<file path="config.mk">
export PLATFORM = sky130hd
export DESIGN_NAME = priority_command_mux_with_timeout_unit
export DESIGN_NICKNAME = d
export VERILOG_FILES = /design/src/pcmt_pkg.sv /design/src/priority_command_mux_with_timeout_unit.sv
export SDC_FILE = /design/constraint.sdc
export NUM_CORES = 2
export LEC_CHECK = 0
export BUFFER_PORTS_ARGS = -buffer_cell sky130_fd_sc_hd__buf_2
export CORE_MARGIN = 8
export CORE_UTILIZATION = 50
export CTS_CLUSTER_DIAMETER = 120
export DETAILED_ROUTE_END_ITERATION = 12
export PLACE_DENSITY = 0.66
export SETUP_SLACK_MARGIN = 0.5
export SYNTH_ARGS = -nofsm -noshare
export SYNTH_HDL_FRONTEND = slang
export SYNTH_SLANG_ARGS = --single-unit
</file>
<file path="constraint.sdc">
create_clock -name aclk -period 24.6 [get_ports aclk]
set_input_delay 2.46 -clock aclk [delete_from_list [all_inputs] [get_ports aclk]]
set_output_delay 2.46 -clock aclk [all_outputs]
set_load 0.01 [all_outputs]
</file>
<file path="src/pcmt_pkg.sv">
package pcmt_pkg;

    localparam int SOURCES_DEF      = 16;
    localparam int PAYLOAD_BITS_DEF = 64;
    localparam int TIME_BITS_DEF    = 32;

    localparam int ID_W  = 4;
    localparam int TMO_W = 16;
    localparam int PAY_W = 64;
    localparam int NOW_W = 32;

    typedef logic [ID_W-1:0]  id_t;
    typedef logic [TMO_W-1:0] tmo_t;

    localparam logic OP_CMD  = 1'b0;
    localparam logic OP_TICK = 1'b1;

    localparam logic CAUSE_ARRIVAL = 1'b0;
    localparam logic CAUSE_TICK    = 1'b1;

endpackage

</file>
<file path="src/priority_command_mux_with_timeout_unit.sv">
// Channel  Direction  Handshake          Payload
// s_       in         s_valid / s_ready  opcode, source_id, life_ms, payload, now_ms
// m_       out        m_valid / m_ready  out_id, out_life_ms, out_payload, out_cause
//
// An item is taken in the idle state; the scan then makes one slot memory read per source
// through the single read port, registers each read word and checks it, and a decision
// state follows. An arrival from a source at or above SOURCES skips the scan.
// Reset clears the slot valid bits and the forwarded mark at once; there is no clearing pass.
// A waiting result does not hold off the next item; only the decision cycle waits while
// the output register is still full.
module priority_command_mux_with_timeout_unit
    import pcmt_pkg::*;
#(
    parameter int SOURCES      = SOURCES_DEF,
    parameter int PAYLOAD_BITS = PAYLOAD_BITS_DEF,
    parameter int TIME_BITS    = TIME_BITS_DEF
) (
    input  logic             aclk,
    input  logic             aresetn,
    input  logic             s_valid,
    output logic             s_ready,
    input  logic             s_opcode,
    input  logic [ID_W-1:0]  s_source_id,
    input  logic [TMO_W-1:0] s_life_ms,
    input  logic [PAY_W-1:0] s_payload,
    input  logic [NOW_W-1:0] s_now_ms,
    output logic             m_valid,
    input  logic             m_ready,
    output logic [ID_W-1:0]  m_out_id,
    output logic [TMO_W-1:0] m_out_life_ms,
    output logic [PAY_W-1:0] m_out_payload,
    output logic             m_out_cause
);

    localparam int IDX_W = $clog2(SOURCES);
    localparam int MEM_W = TIME_BITS + TMO_W + PAYLOAD_BITS;

    typedef logic [IDX_W-1:0]        idx_t;
    typedef logic [TIME_BITS-1:0]    tm_t;
    typedef logic [PAYLOAD_BITS-1:0] pl_t;
    typedef logic [MEM_W-1:0]        word_t;

    typedef enum logic [2:0] {
        ST_IDLE = 3'b001,
        ST_SCAN = 3'b010,
        ST_FIN  = 3'b100
    } state_t;

    state_t state_reg, state_next;
    logic   op_reg, op_next;
    idx_t   id_reg, id_next;
    tm_t    now_reg, now_next;
    idx_t   cnt_reg, cnt_next;
    logic   issue_reg, issue_next;
    logic   rd_vld_reg, rd_vld_next;
    idx_t   rd_idx_reg, rd_idx_next;
    word_t  rd_word_reg;
    logic   found_reg, found_next;
    idx_t   best_idx_reg, best_idx_next;
    tmo_t   best_tmo_reg, best_tmo_next;
    pl_t    best_pl_reg, best_pl_next;
    logic   last_known_reg, last_known_next;
    id_t    last_id_reg, last_id_next;
    logic [SOURCES-1:0] valid_reg, valid_next;

    logic   m_valid_reg, m_valid_next;
    id_t    m_id_reg, m_id_next;
    tmo_t   m_tmo_reg, m_tmo_next;
    logic [PAY_W-1:0] m_pl_reg, m_pl_next;
    logic   m_cause_reg, m_cause_next;

    word_t  slot_mem [SOURCES];

    logic   s_xfer;
    logic   in_range;
    logic   wr_en;
    idx_t   s_idx;
    tm_t    rd_arr;
    tmo_t   rd_tmo;
    pl_t    rd_pl;
    tm_t    elapsed;
    logic   expired;
    logic   slot_on;
    logic   want;
    logic   out_free;

    assign s_ready  = (state_reg == ST_IDLE) && aresetn;
    assign s_xfer   = s_valid && s_ready;
    assign in_range = (32'(s_source_id) < SOURCES);
    assign s_idx    = idx_t'(s_source_id);
    assign wr_en    = s_xfer && (s_opcode == OP_CMD) && in_range;

    assign rd_arr  = rd_word_reg[MEM_W-1 -: TIME_BITS];
    assign rd_tmo  = rd_word_reg[PAYLOAD_BITS +: TMO_W];
    assign rd_pl   = rd_word_reg[PAYLOAD_BITS-1:0];
    assign elapsed = now_reg - rd_arr;
    assign expired = (rd_tmo != '0) && (elapsed > tm_t'(rd_tmo));
    assign slot_on = valid_reg[rd_idx_reg];
    assign out_free = !m_valid_reg || m_ready;

    always_ff @(posedge aclk) begin
        if (wr_en) begin
            slot_mem[s_idx] <= {tm_t'(s_now_ms), s_life_ms, pl_t'(s_payload)};
        end
        if (issue_reg) begin
            rd_word_reg <= slot_mem[cnt_reg];
        end
    end

    always_comb begin
        state_next      = state_reg;
        op_next         = op_reg;
        id_next         = id_reg;
        now_next        = now_reg;
        cnt_next        = cnt_reg;
        issue_next      = issue_reg;
        rd_vld_next     = issue_reg;
        rd_idx_next     = cnt_reg;
        found_next      = found_reg;
        best_idx_next   = best_idx_reg;
        best_tmo_next   = best_tmo_reg;
        best_pl_next    = best_pl_reg;
        last_known_next = last_known_reg;
        last_id_next    = last_id_reg;
        valid_next      = valid_reg;
        m_valid_next    = m_valid_reg && !m_ready;
        m_id_next       = m_id_reg;
        m_tmo_next      = m_tmo_reg;
        m_pl_next       = m_pl_reg;
        m_cause_next    = m_cause_reg;
        want            = 1'b0;

        case (state_reg)
            ST_IDLE: begin
                if (s_valid) begin
                    op_next    = s_opcode;
                    id_next    = s_idx;
                    now_next   = tm_t'(s_now_ms);
                    found_next = 1'b0;
                    cnt_next   = '0;
                    if ((s_opcode == OP_CMD) && !in_range) begin
                        state_next = ST_FIN;
                    end else begin
                        state_next = ST_SCAN;
                        issue_next = 1'b1;
                    end
                    if (wr_en) begin
                        valid_next[s_idx] = 1'b1;
                    end
                end
            end
            ST_SCAN: begin
                if (issue_reg) begin
                    cnt_next = cnt_reg + 1'b1;
                    if (cnt_reg == idx_t'(SOURCES - 1)) begin
                        issue_next = 1'b0;
                    end
                end
                if (rd_vld_reg) begin
                    if ((op_reg == OP_TICK) && slot_on && expired) begin
                        valid_next[rd_idx_reg] = 1'b0;
                    end
                    if (slot_on && !expired && !found_reg) begin
                        found_next    = 1'b1;
                        best_idx_next = rd_idx_reg;
                        best_tmo_next = rd_tmo;
                        best_pl_next  = rd_pl;
                    end
                    if (rd_idx_reg == idx_t'(SOURCES - 1)) begin
                        state_next = ST_FIN;
                    end
                end
            end
            ST_FIN: begin
                if (op_reg == OP_CMD) begin
                    want = found_reg && (best_idx_reg == id_reg);
                end else if (!found_reg) begin
                    last_known_next = 1'b0;
                end else begin
                    want = !(last_known_reg && (last_id_reg == id_t'(best_idx_reg)));
                end
                if (!want) begin
                    state_next = ST_IDLE;
                end else if (out_free) begin
                    m_valid_next    = 1'b1;
                    m_id_next       = id_t'(best_idx_reg);
                    m_tmo_next      = best_tmo_reg;
                    m_pl_next       = PAY_W'(best_pl_reg);
                    m_cause_next    = (op_reg == OP_CMD) ? CAUSE_ARRIVAL : CAUSE_TICK;
                    last_known_next = 1'b1;
                    last_id_next    = id_t'(best_idx_reg);
                    state_next      = ST_IDLE;
                end
            end
            default: begin
                state_next = ST_IDLE;
            end
        endcase
    end

    always_ff @(posedge aclk) begin
        if (!aresetn) begin
            state_reg      <= ST_IDLE;
            issue_reg      <= 1'b0;
            rd_vld_reg     <= 1'b0;
            found_reg      <= 1'b0;
            last_known_reg <= 1'b0;
            last_id_reg    <= '0;
            valid_reg      <= '0;
            m_valid_reg    <= 1'b0;
        end else begin
            state_reg      <= state_next;
            issue_reg      <= issue_next;
            rd_vld_reg     <= rd_vld_next;
            found_reg      <= found_next;
            last_known_reg <= last_known_next;
            last_id_reg    <= last_id_next;
            valid_reg      <= valid_next;
            m_valid_reg    <= m_valid_next;
        end
    end

    always_ff @(posedge aclk) begin
        op_reg       <= op_next;
        id_reg       <= id_next;
        now_reg      <= now_next;
        cnt_reg      <= cnt_next;
        rd_idx_reg   <= rd_idx_next;
        best_idx_reg <= best_idx_next;
        best_tmo_reg <= best_tmo_next;
        best_pl_reg  <= best_pl_next;
        m_id_reg     <= m_id_next;
        m_tmo_reg    <= m_tmo_next;
        m_pl_reg     <= m_pl_next;
        m_cause_reg  <= m_cause_next;
    end

    assign m_valid       = m_valid_reg;
    assign m_out_id      = m_id_reg;
    assign m_out_life_ms = m_tmo_reg;
    assign m_out_payload = m_pl_reg;
    assign m_out_cause   = m_cause_reg;

endmodule

</file>
==> flow_summary.ini <==
[cts]
clkTransAtPathRegs_ns = 0.06
root_buffer = clkbuf_16
ctsHoldBuffers = 0
cts_htree_levels = 4
cts_buffers = 208
cts_tree = yes
clock_latency_ns = 0.85
cts_resized = 0
postCtsSetupBuffers = 0
cts_buffer_depth = 3
numClockSinks = 2146

[logic_synthesis]
synthesis.instances = 4242
synth_area_leaders = edfxtp_1 (77%), mux4_2 (6.3%), mux2i_1 (4.2%), o21ai_0 (1.6%), mux2_2 (1.5%)
yosysTopAreaCell = edfxtp_1
synth_edf_count = 2114
async_flop_share_pct = 0
synth_common_cells = edfxtp_1 (2114), mux2i_1 (341), o21ai_0 (265), mux4_2 (229), nand2_1 (164)
avgSynthCellArea_sq_um = 19.3
ys_warn_count = 0
yosysUniqueCellTypes = 65
synth_seq_area_share_pct = 78.2
syn_nets = 4412
yosysMostFrequentCell = edfxtp_1
yosys_register_bits = 2146
synth_flop_cell = edfxtp_1
synth_top_area_share_pct = 77.4
synth_area_sq_um = 82000

[grt]
grtUsageTotal_pct = 20.7
grt_max_degree = 161
antenna_found_initial = 37
grt_pass1_vias = 41800
grt_pass1_wl_um = 278000
grt-ovfl-total = 0

[worst_setup_path]
critPathKind = in -> reg
required_ns = 25.07
worstPathMaxFanout = 45
start_kind = input port
critPathArrivalTime_ns = 6.46
crit_path_end_kind = register

[placement]
placed_area_sq_um = 85700
dpl.hpwl_um = 101000
gp_congestion = 0.794
preCtsSetupSlack_ns = 17.68
numPortBuffers = 207

[route]
dr.pass1.iters = 6
drtAntennaViolNets = 0
drt_iter0_markers = 3884
wl_um = 188000
dr_total_vias = 40800
drcViolationCount = 0
wl_per_cell_um = 27.3
viasPerCell = 5.93

[finish]
stdcell_area_sq_um = 92300
layout-drive-gt1-share_pct = 20.0
syn_to_final_growth_pct = 12.6
nets = 4690
largest_reg_flops = 1792
fill_cells = 12000

[power_and_ir_drop]
p_leak_nw = 30.2
p_total_w = 0.00876
p_per_area_nw_per_um2 = 94.9
peakVddDrop_uv = 81.3

[sta]
setup_viol = 0
finalSetupTns_ns = 0
slew_violations = 0
tightest_slew_ns = 1.28
rsz0062_at_grt = no
min_period_ns = 5.99
finalHoldViolations = 0
max-slew-margin-rel_pct = 14.1
whs_ns = 0.403
max_clock_freq_mhz = 167
timing.final.ws_setup_ns = 18.61
min_period_over_period_pct = 24.3
skew_ns = 0.0393

[floorplan]
die_y_um = 421
core_area_sq_um = 163000
start_util_pct = 50.4
io_pins = 208
rows = 148
dieWidth_um = 421
die_area_sq_um = 177000

[outcome]
status = finished, final reports clean

[run]
drv_cap = 0

[min_path]
hp-class = reg -> reg
[area by class of cell]
class	count	area [sq um]	area share [%]
multi-input cells	1829	17000	18.4
clock inverters	110	1010	1.10
inverters	59	221	0.240
clock buffers	274	5550	6.01
flip-flops and latches	2146	64100	69.5
well taps	2175	2720	2.95
repair buffers	276	1690	1.83
diodes	14	35.0	0.0379
[layout by cell type (no fill, tap or decap), drive strengths merged, types with 113 or more instances in the layout]
cell / Yosys / layout
edfxtp: 2114 / 2114
mux2i: 341 / 341
buf: 56 / 276
clkbuf: 152 / 274
o21ai: 269 / 269
mux4: 229 / 229
nand2: 164 / 164
a21oi: 160 / 160
a221oi: 114 / 114
a22oi: 113 / 113
[worst max-delay path, stage by stage]
cell     delay (ns)
buf_2          0.10
and3_2         0.17
buf_4          0.48
and3b_1        0.44
nand2_1        0.28
nor2_4         0.83
buf_4          0.82
buf_4          0.80
[final timing paths]
path | start | endpoint | slack (ns) | cells past startpoint
max | s_valid | slot_mem[12][21]$_DFFE_PP_ | 18.61 | 8
min | rd_word_reg[46]$_DFFE_PP_ | best_pl_reg[46]$_DFFE_PP_ | 0.40 | 0
max reg2reg | now_reg[0]$_DFFE_PP_ | best_pl_reg[22]$_DFFE_PP_ | 19.04 | 21
min reg2reg | rd_word_reg[46]$_DFFE_PP_ | best_pl_reg[46]$_DFFE_PP_ | 0.40 | 0
[power breakdown]
group	switching [W]	internal, W	total [W]	leakage [nW]
logic	0.000924	0.000569	0.00149	7.67
registers	0.0000584	0.00415	0.00421	19.3
clock network	0.00134	0.00172	0.00306	3.19
total	0.00232	0.00644	0.00876	30.2
[per-stage QoR]
step	instances	utilization (%)
floorplan	4242	-
global placement	6485	52.7
detailed placement	6485	52.7
CTS	6869	56.7
global route	6876	56.7
finish	6883	56.7
[routing by layer]
metal / GRT usage (%) / share of wire (%) / vias to the layer above
li1: - / - / 17900
met1: 28.4 / 42 / 21400
met2: 34.8 / 50 / 1264
met3: 3.07 / 5.2 / 299
met4: 6.10 / 2.5 / 16
met5: 0 / 0.054 / -
[logic make-up (layout without fill, tap and decap cells)]
| group | Yosys count | after routing | synth area share, % |
|---|---|---|---|
| DFF | 2146 | 2146 | 78.2 |
| buffers and inverters | 267 | 719 | 1.24 |
| AOI/OAI and AO/OA | 727 | 727 | 5.57 |
| muxes | 682 | 682 | 12.0 |
| and+or+nand+nor | 339 | 339 | 1.87 |
| adders and majority gates | 49 | 49 | 0.757 |
| xor gates and xnor gates | 32 | 32 | 0.342 |
| other | 0 | 14 | 0 |
Power figures use the tool's default switching activity.
